**src/hdl/tvpt_pkg.sv**
```systemverilog
// Package for the timed valve position tracker.
// Holds the command codes, the sequencer states and fixed field widths.
// No dependencies.
`timescale 1ns / 1ps
`default_nettype none

package tvpt_pkg;

  localparam int POS_W   = 14;          // position field width
  localparam int CMD_W   = 2;           // command field width
  localparam int CFG_W   = 16;          // stroke register width
  localparam int TT_W    = 16;          // travel_time output width
  localparam int QUO_W   = 16;          // quotient bits per division
  localparam int CNT_W   = 4;           // step counter, counts to QUO_W-1

  localparam logic [POS_W-1:0] POS_FULL    = 14'd10000;
  localparam logic [CFG_W-1:0] STROKE_RST  = 16'd10000;

  typedef enum logic [CMD_W-1:0] {
    CMD_MOVE = 2'd0,
    CMD_STOP = 2'd1,
    CMD_TICK = 2'd2,
    CMD_NONE = 2'd3
  } cmd_t;

  typedef enum logic [3:0] {
    ST_IDLE,
    ST_DECODE,
    ST_MUL,
    ST_LOAD,
    ST_DIV,
    ST_HFIX,
    ST_MSET,
    ST_MFIX,
    ST_FIN
  } state_t;

endpackage

`default_nettype wire

```
**src/hdl/timed_valve_position_tracker_unit.sv**
```systemverilog
// Top level of the timed valve position tracker.
// Bit-serial multiply and restoring divide sequencer; depends on tvpt_pkg.
`timescale 1ns / 1ps
`default_nettype none

// Tracks an open-loop valve position (0 fully open, 10000 fully closed) from
// move, stop and tick requests and returns one result per request. A shared
// unit multiplies one bit per cycle and divides one quotient bit per cycle;
// a move from rest runs a travel plan through it, a stop during travel runs
// a halt, and a move during travel runs a halt followed by a new travel plan.
// A new request is taken once the previous one is finished, even while its
// result still waits in the output register.
module timed_valve_position_tracker_unit
  import tvpt_pkg::*;
#(
  parameter int TIME_WIDTH = 16
) (
  input  wire logic              clk,
  input  wire logic              rst_n,
  input  wire logic              in_valid,
  output logic                   in_ready,
  input  wire logic [CMD_W-1:0]  in_cmd,
  input  wire logic [POS_W-1:0]  in_target,
  output logic                   out_valid,
  input  wire logic              out_ready,
  output logic [POS_W-1:0]       out_position,
  output logic                   out_moving,
  output logic                   out_opening,
  output logic                   out_done_res,
  output logic [TT_W-1:0]        out_travel_time,
  input  wire logic              cfg_valid,
  output logic                   cfg_ready,
  input  wire logic [CFG_W-1:0]  cfg_data
);

  localparam int TW = TIME_WIDTH;
  localparam int BW = (TW > CFG_W) ? TW : CFG_W;   // multiplicand / divisor width
  localparam int PW = POS_W + BW;                  // product width
  localparam logic [TW-1:0] TIME_MAX   = {TW{1'b1}};
  localparam logic [BW-1:0] TIME_MAX_B = BW'(TIME_MAX);
  localparam logic [CNT_W-1:0] MUL_LAST = CNT_W'(POS_W - 1);
  localparam logic [CNT_W-1:0] DIV_LAST = CNT_W'(QUO_W - 1);

  state_t            state_r, state_nxt;
  cmd_t              cmd_r, cmd_nxt;
  logic [POS_W-1:0]  tgt_r, tgt_nxt;
  logic              done_r, done_nxt;
  logic [POS_W-1:0]  settled_r, settled_nxt;
  logic [POS_W-1:0]  start_r, start_nxt;
  logic [POS_W-1:0]  goal_r, goal_nxt;
  logic [TW-1:0]     travel_r, travel_nxt;
  logic [TW-1:0]     elapsed_r, elapsed_nxt;
  logic              motion_r, motion_nxt;
  logic              phase_r, phase_nxt;     // 0 halt, 1 travel planning
  logic [CNT_W-1:0]  cnt_r, cnt_nxt;
  logic [POS_W-1:0]  mul_a_r, mul_a_nxt;
  logic [BW-1:0]     mul_b_r, mul_b_nxt;
  logic [PW-1:0]     prod_r, prod_nxt;
  logic [BW-1:0]     rem_r, rem_nxt;
  logic [QUO_W-1:0]  quo_r, quo_nxt;
  logic [BW-1:0]     div_r, div_nxt;
  logic [CFG_W-1:0]  stroke_r;
  logic              out_valid_r, out_valid_nxt;
  logic [POS_W-1:0]  out_pos_r, out_pos_nxt;
  logic              out_mov_r, out_mov_nxt;
  logic              out_open_r, out_open_nxt;
  logic              out_done_r, out_done_nxt;
  logic [TT_W-1:0]   out_tt_r, out_tt_nxt;

  logic              down;
  logic [TW-1:0]     e_cap;
  logic [TW-1:0]     e_inc;
  logic [PW-1:0]     adj;
  logic [PW-1:0]     sum;
  logic [BW:0]       shifted;
  logic [BW:0]       diff;
  logic              ge;
  logic [BW-1:0]     t_ext;
  logic [BW-1:0]     t_sat;
  logic [POS_W-1:0]  span;

  assign in_ready        = (state_r == ST_IDLE);
  assign cfg_ready       = 1'b1;
  assign out_valid       = out_valid_r;
  assign out_position    = out_pos_r;
  assign out_moving      = out_mov_r;
  assign out_opening     = out_open_r;
  assign out_done_res    = out_done_r;
  assign out_travel_time = out_tt_r;

  // datapath helpers
  assign down    = (goal_r < start_r);
  assign e_cap   = (elapsed_r > travel_r) ? travel_r : elapsed_r;
  assign e_inc   = (elapsed_r != TIME_MAX) ? elapsed_r + TW'(1) : elapsed_r;
  assign adj     = (!phase_r && down) ? (PW'(travel_r) - PW'(1)) : '0;
  assign sum     = prod_r + adj;
  assign shifted = {rem_r, quo_r[QUO_W-1]};
  assign ge      = (shifted >= {1'b0, div_r});
  assign diff    = shifted - {1'b0, div_r};
  assign t_ext   = BW'(quo_r);
  assign t_sat   = (t_ext > TIME_MAX_B) ? TIME_MAX_B : t_ext;
  assign span    = (tgt_r > settled_r) ? (tgt_r - settled_r) : (settled_r - tgt_r);

  always_comb begin
    state_nxt     = state_r;
    cmd_nxt       = cmd_r;
    tgt_nxt       = tgt_r;
    done_nxt      = done_r;
    settled_nxt   = settled_r;
    start_nxt     = start_r;
    goal_nxt      = goal_r;
    travel_nxt    = travel_r;
    elapsed_nxt   = elapsed_r;
    motion_nxt    = motion_r;
    phase_nxt     = phase_r;
    cnt_nxt       = cnt_r;
    mul_a_nxt     = mul_a_r;
    mul_b_nxt     = mul_b_r;
    prod_nxt      = prod_r;
    rem_nxt       = rem_r;
    quo_nxt       = quo_r;
    div_nxt       = div_r;
    out_valid_nxt = out_valid_r;
    out_pos_nxt   = out_pos_r;
    out_mov_nxt   = out_mov_r;
    out_open_nxt  = out_open_r;
    out_done_nxt  = out_done_r;
    out_tt_nxt    = out_tt_r;

    if (out_valid_r && out_ready) begin
      out_valid_nxt = 1'b0;
    end

    unique case (state_r)
      ST_IDLE: begin
        if (in_valid) begin
          cmd_nxt   = cmd_t'(in_cmd);
          tgt_nxt   = (in_target > POS_FULL) ? POS_FULL : in_target;
          done_nxt  = 1'b0;
          state_nxt = ST_DECODE;
        end
      end

      ST_DECODE: begin
        state_nxt = ST_FIN;
        unique case (cmd_r) inside
          CMD_MOVE, CMD_STOP: begin
            if (motion_r) begin
              // halt: scale the distance covered by elapsed / travel
              mul_a_nxt = down ? (start_r - goal_r) : (goal_r - start_r);
              mul_b_nxt = BW'(e_cap);
              prod_nxt  = '0;
              cnt_nxt   = '0;
              phase_nxt = 1'b0;
              state_nxt = ST_MUL;
            end else if (cmd_r == CMD_MOVE) begin
              state_nxt = ST_MSET;
            end
          end
          CMD_TICK: begin
            if (motion_r) begin
              if (e_inc >= travel_r) begin
                settled_nxt = goal_r;
                motion_nxt  = 1'b0;
                travel_nxt  = '0;
                elapsed_nxt = '0;
                done_nxt    = 1'b1;
              end else begin
                elapsed_nxt = e_inc;
              end
            end
          end
          default: begin
            state_nxt = ST_FIN;
          end
        endcase
      end

      ST_MUL: begin
        // one multiplier bit per cycle, most significant first
        prod_nxt  = {prod_r[PW-2:0], 1'b0} + (mul_a_r[POS_W-1] ? PW'(mul_b_r) : '0);
        mul_a_nxt = {mul_a_r[POS_W-2:0], 1'b0};
        cnt_nxt   = cnt_r + CNT_W'(1);
        if (cnt_r == MUL_LAST) begin
          state_nxt = ST_LOAD;
        end
      end

      ST_LOAD: begin
        // high part is already below the divisor, so sixteen steps suffice
        rem_nxt   = BW'(sum[PW-1:QUO_W]);
        quo_nxt   = sum[QUO_W-1:0];
        div_nxt   = phase_r ? BW'(POS_FULL) : BW'(travel_r);
        cnt_nxt   = '0;
        state_nxt = ST_DIV;
      end

      ST_DIV: begin
        rem_nxt = ge ? diff[BW-1:0] : shifted[BW-1:0];
        quo_nxt = {quo_r[QUO_W-2:0], ge};
        cnt_nxt = cnt_r + CNT_W'(1);
        if (cnt_r == DIV_LAST) begin
          state_nxt = phase_r ? ST_MFIX : ST_HFIX;
        end
      end

      ST_HFIX: begin
        settled_nxt = down ? (start_r - quo_r[POS_W-1:0]) : (start_r + quo_r[POS_W-1:0]);
        motion_nxt  = 1'b0;
        travel_nxt  = '0;
        elapsed_nxt = '0;
        done_nxt    = 1'b1;
        state_nxt   = (cmd_r == CMD_MOVE) ? ST_MSET : ST_FIN;
      end

      ST_MSET: begin
        if (tgt_r != settled_r) begin
          mul_a_nxt = span;
          mul_b_nxt = BW'(stroke_r);
          prod_nxt  = '0;
          cnt_nxt   = '0;
          phase_nxt = 1'b1;
          state_nxt = ST_MUL;
        end else begin
          state_nxt = ST_FIN;
        end
      end

      ST_MFIX: begin
        if (t_sat == '0) begin
          settled_nxt = tgt_r;
          done_nxt    = 1'b1;
        end else begin
          start_nxt   = settled_r;
          goal_nxt    = tgt_r;
          travel_nxt  = t_sat[TW-1:0];
          elapsed_nxt = '0;
          motion_nxt  = 1'b1;
        end
        state_nxt = ST_FIN;
      end

      ST_FIN: begin
        // hold until the output register is free
        if (!out_valid_r || out_ready) begin
          out_valid_nxt = 1'b1;
          out_pos_nxt   = settled_r;
          out_mov_nxt   = motion_r;
          out_open_nxt  = motion_r && down;
          out_done_nxt  = done_r;
          out_tt_nxt    = motion_r ? TT_W'(travel_r) : '0;
          state_nxt     = ST_IDLE;
        end
      end

      default: begin
        state_nxt = ST_IDLE;
      end
    endcase
  end

  always_ff @(posedge clk) begin
    if (!rst_n) begin
      state_r     <= ST_IDLE;
      settled_r   <= '0;
      start_r     <= '0;
      goal_r      <= '0;
      travel_r    <= '0;
      elapsed_r   <= '0;
      motion_r    <= 1'b0;
      out_valid_r <= 1'b0;
      stroke_r    <= STROKE_RST;
    end else begin
      state_r     <= state_nxt;
      settled_r   <= settled_nxt;
      start_r     <= start_nxt;
      goal_r      <= goal_nxt;
      travel_r    <= travel_nxt;
      elapsed_r   <= elapsed_nxt;
      motion_r    <= motion_nxt;
      out_valid_r <= out_valid_nxt;
      if (cfg_valid) begin
        stroke_r <= cfg_data;
      end
    end
  end

  always_ff @(posedge clk) begin
    cmd_r      <= cmd_nxt;
    tgt_r      <= tgt_nxt;
    done_r     <= done_nxt;
    phase_r    <= phase_nxt;
    cnt_r      <= cnt_nxt;
    mul_a_r    <= mul_a_nxt;
    mul_b_r    <= mul_b_nxt;
    prod_r     <= prod_nxt;
    rem_r      <= rem_nxt;
    quo_r      <= quo_nxt;
    div_r      <= div_nxt;
    out_pos_r  <= out_pos_nxt;
    out_mov_r  <= out_mov_nxt;
    out_open_r <= out_open_nxt;
    out_done_r <= out_done_nxt;
    out_tt_r   <= out_tt_nxt;
  end

endmodule

`default_nettype wire

```
**config.mk**
```make
export PLATFORM = sky130hd
export DESIGN_NAME = timed_valve_position_tracker_unit
export DESIGN_NICKNAME = d
export VERILOG_FILES = /design/src/hdl/tvpt_pkg.sv /design/src/hdl/timed_valve_position_tracker_unit.sv
export SDC_FILE = /design/constraint.sdc
export NUM_CORES = 1
export LEC_CHECK = 0
export ABC_AREA = 1
export BUFFER_PORTS_ARGS = -buffer_cell sky130_fd_sc_hd__buf_2
export CORE_MARGIN = 5
export CORE_UTILIZATION = 43
export CTS_BUF_LIST = sky130_fd_sc_hd__clkbuf_4 sky130_fd_sc_hd__clkbuf_8
export DETAILED_ROUTE_END_ITERATION = 10
export SYNTH_ARGS = -nofsm -noshare
export SYNTH_HDL_FRONTEND = slang
export SYNTH_SLANG_ARGS = --single-unit
```
**constraint.sdc**
```tcl
create_clock -name clk -period 5.9 [get_ports clk]
set_input_delay 0.295 -clock clk [delete_from_list [all_inputs] [get_ports clk]]
set_output_delay 0.295 -clock clk [all_outputs]
set_load 0.03 [all_outputs]
```
==> impl_metrics.py <==
metrics = {
    "layout": {
        "final_cell_mix": "nand2_1, inv_1, nor2_1, nand3_1, a21oi_1",
        "diodes": 0,
        "syn_to_final_growth_pct": 11.3,
        "final_area_um2": 22400,
        "final_layout_size_suffix_gt1_share_pct": 8.67,
        "final_common_cell": "nand2_1",
        "fin_nets": 3154,
    },
    "floorplan": {
        "ios": 73,
        "dieArea_um2": 51300,
        "core_area_um2": 46500,
        "dieHeight_um": 227,
        "start_util_pct": 43.4,
        "rows": 79,
        "die_width_um": 227,
    },
    "place": {
        "place_ws_ns": 1.21,
        "hpwl_um": 51300,
        "dpl-instance-area_um2": 21000,
        "place_congestion": 0.990,
        "port_buffers": 71,
    },
    "yosys": {
        "syn_area_per_cell_um2": 7.08,
        "synth-seq-cells": 259,
        "synth.distinct_cells": 57,
        "ys_warn_count": 0,
        "async_reset_ff_share_pct": 0,
        "syn_inst": 2848,
        "ys_seq_area_share_pct": 33.8,
        "synth_area_um2": 20200,
        "synth_ff_type": "edfxtp_1",
        "synth.net_count": 3057,
        "synth_edf_count": 163,
    },
    "global_routing": {
        "globalRoute.busiestLayer": "met2",
        "antenna_found_initial": 0,
        "track_usage_pct": 25.2,
        "grt_max_degree": 62,
        "use_met2_pct": 38.1,
        "grt_pass1_wl_um": 102000,
        "met1_usage_pct": 36.2,
        "gr-total-overflow": 0,
        "grtUsageMet3_pct": 5.42,
        "grt_pass1_vias": 18300,
    },
    "critical_path": {
        "cpMaxStageDelayCell": "o21ai_0",
        "worstPathArrival_ns": 5.19,
        "crit_end": "rem_r[8]$_DFFE_PP_",
        "cp_max_fo": 25,
        "regToRegEndpoint": "rem_r[8]$_DFFE_PP_",
        "rrSetupSlack_ns": 1.09,
        "cp.depth": 26,
        "reg2reg_from": "start_r[7]$_SDFFE_PN0P_",
        "reg2regPathDepth": 26,
        "required_ns": 6.27,
        "crit_type": "reg -> reg",
        "max_stage_delay_ns": 0.50,
        "critPathLaunchType": "register",
        "timing.critical_path.buf_inv": 4,
        "path_common_cell": "nand2_1",
        "cp_top_family": "simple AND/OR/NAND/NOR gates",
        "crit_path_start": "start_r[7]$_SDFFE_PN0P_",
        "endpoint_kind": "register",
    },
    "pwr": {
        "p_per_area_nw_per_um2": 380,
        "p_leak_uw": 0.0108,
        "ir_worst_vdd_uv": 283,
    },
    "sta": {
        "setup_tns_ns": 0,
        "slew_headroom_pct": 23.6,
        "finalClockSkew_ns": 0.0547,
        "layout_setup_ws_ns": 1.09,
        "fmax_mhz": 208,
        "min_period_ns": 4.81,
        "tightest_slew_ns": 1.14,
        "hold_viol": 0,
        "slew_viol_final": 0,
        "rsz0062_at_grt": "false",
        "period_share_pct": 81.5,
        "setup-violations-final": 0,
    },
    "clocking": {
        "cts_tree": "built",
        "cts_max_level": 2,
        "cts_setup_buffers": 0,
        "clockRootBuffer": "clkbuf_8",
        "clock_latency_ns": 0.65,
        "cts_made_buffers": 50,
        "clk_path_buf_depth": 3,
        "numClockSinks": 259,
        "ctsResizeCount": 0,
        "clkSlewWorstSetupHoldPaths_ns": 0.06,
    },
    "drt": {
        "viasPerCell": 5.42,
        "first_pass_iters": 6,
        "initialDrtViolationCount": 1837,
        "wl_um": 65800,
        "wl_per_cell_um": 18.3,
        "vias": 19500,
        "drtAntennaViolNets": 0,
        "drcViolationCount": 0,
    },
    "run_status": {
        "status": "finished, final reports clean",
    },
    "job": {
        "cap_violations": 0,
    },
    "hold_path": {
        "min_path_type": "in -> reg",
    },
}
==> cells in the mapped netlist (5+ instances only) <==
cell	n	area share [%]
buf_6	6	0.34
o22ai_1	12	0.37
xor2_1	54	2.3
or2_2	13	0.40
o21bai_1	8	0.30
inv_1	388	7.2
ha_1	164	10
buf_2	17	0.42
o21ai_0	172	4.3
fa_1	8	0.79
edfxtp_1	163	24
a21oi_2	13	0.56
nand2_2	20	0.62
nand2_1	709	13
o21ai_1	8	0.20
a31oi_1	8	0.25
nand3b_1	12	0.45
nor2_2	10	0.31
dfxtp_1	96	9.5
a21o_1	9	0.34
nand3_1	233	5.8
nor3_1	34	0.84
nand4_1	38	1.2
a21boi_0	8	0.30
clkbuf_1	37	0.69
nor4_1	6	0.19
o21a_1	9	0.34
inv_2	9	0.17
and2_1	5	0.16
a21oi_1	229	5.7
xnor2_1	24	1.0
nor2_1	278	5.2
==> worst min-delay path by stage <==
stage / from / slack (ns) / end / depth (start not counted)
after CTS: cfg_valid / 0.01 / stroke_r[9]$_SDFFE_PN1P_ / 3
after detailed placement: stroke_r[13]$_SDFFE_PN1P_ / 0.45 / stroke_r[13]$_SDFFE_PN1P_ / 2
after global routing: cfg_valid / 0.08 / stroke_r[9]$_SDFFE_PN1P_ / 3
after global placement: stroke_r[8]$_SDFFE_PN1P_ / 0.44 / stroke_r[8]$_SDFFE_PN1P_ / 2
after floorplan: in_cmd[0] / 0.39 / cmd_r[0]$_DFFE_PP_ / 0
final: cfg_valid / 0.07 / stroke_r[9]$_SDFFE_PN1P_ / 3
==> area by class of cell <==
cell class	count	area (µm²)
multi-input cells	2114	11500
well taps	607	759
clock inverters	20	153
repair buffers	118	791
inverters	402	1520
fillers	4784	24000
clock buffers	73	923
flip-flops and latches	259	6820
==> per-stage QoR <==
stage	utilization [%]	total power, µW	hold slack (ns)	cells
CTS	48.3	8540	0.0127	3593
floorplan	-	5460	0.394	2848
global placement	45.3	6500	0.443	3467
detailed placement	45.3	6540	0.450	3467
finish	48.3	8540	0.0740	3593
global route	48.3	9150	0.0773	3593
==> state kept, by name, summed over array words and instances (netlist names), 14 cells and up <==
register         flops
prod_r              30
div_r               16
elapsed_r           16
mul_b_r             16
out_travel_time     16
quo_r               16
rem_r               16
stroke_r            16
travel_r            16
goal_r              14
mul_a_r             14
out_position        14
settled_r           14
start_r             14
tgt_r               14
==> power breakdown <==
| group | total (µW) | switching [µW] | internal (µW) |
|---|---|---|---|
| Clock | 1950 | 852 | 1090 |
| Combinational | 3760 | 2620 | 1140 |
| Sequential | 2830 | 364 | 2460 |
| Total | 8540 | 3840 | 4700 |
==> worst reg2reg max path, stage by stage, from the launching register on <==
cell     delay [ns]
dfxtp_1        0.36
inv_1          0.08
ha_1           0.41
nand2_1        0.15
nand2_1        0.08
nand2_1        0.06
nand2_1        0.09
a21oi_4        0.21
nand2_4        0.22
inv_4          0.27
nand2_2        0.29
nor2_1         0.19
ha_1           0.24
inv_1          0.08
fa_1           0.37
inv_1          0.12
nand2_1        0.08
o21ai_0        0.50
nand2_1        0.10
nand2_1        0.15
nand2_1        0.07
nand2_1        0.10
nand2_1        0.11
nand3_1        0.11
nand2_1        0.05
nand3_1        0.07
nand2_1        0.05
==> logic make-up (layout without fill, tap and decap cells) <==
family / Yosys count / count (layout) / share of synthesized area, %
fa+ha+maj: 172 / 172 / 11.0
simple gates: 1374 / 1374 / 29.2
buf+inv: 475 / 613 / 9.36
flops: 259 / 259 / 33.8
compound gates: 489 / 489 / 13.2
other cells: 1 / 1 / 0.0186
xor+xnor: 78 / 78 / 3.39
==> metal layers <==
| metal | routed length (µm) | share of wire (%) |
|---|---|---|
| met1 | 30400 | 46 |
| met4 | 1890 | 2.9 |
| met2 | 28300 | 43 |
| met3 | 5170 | 7.9 |
| met5 | 0 | 0 |
==> what timing repair did <==
| item | in CTS | in global routing |
|---|---|---|
| endpoints found under the setup margin | 0 | 0 |
| hold buffers | 33 | 0 |
| hold endpoints to repair | 33 | 0 |
Note: power is estimated with default switching activity, not from simulation.
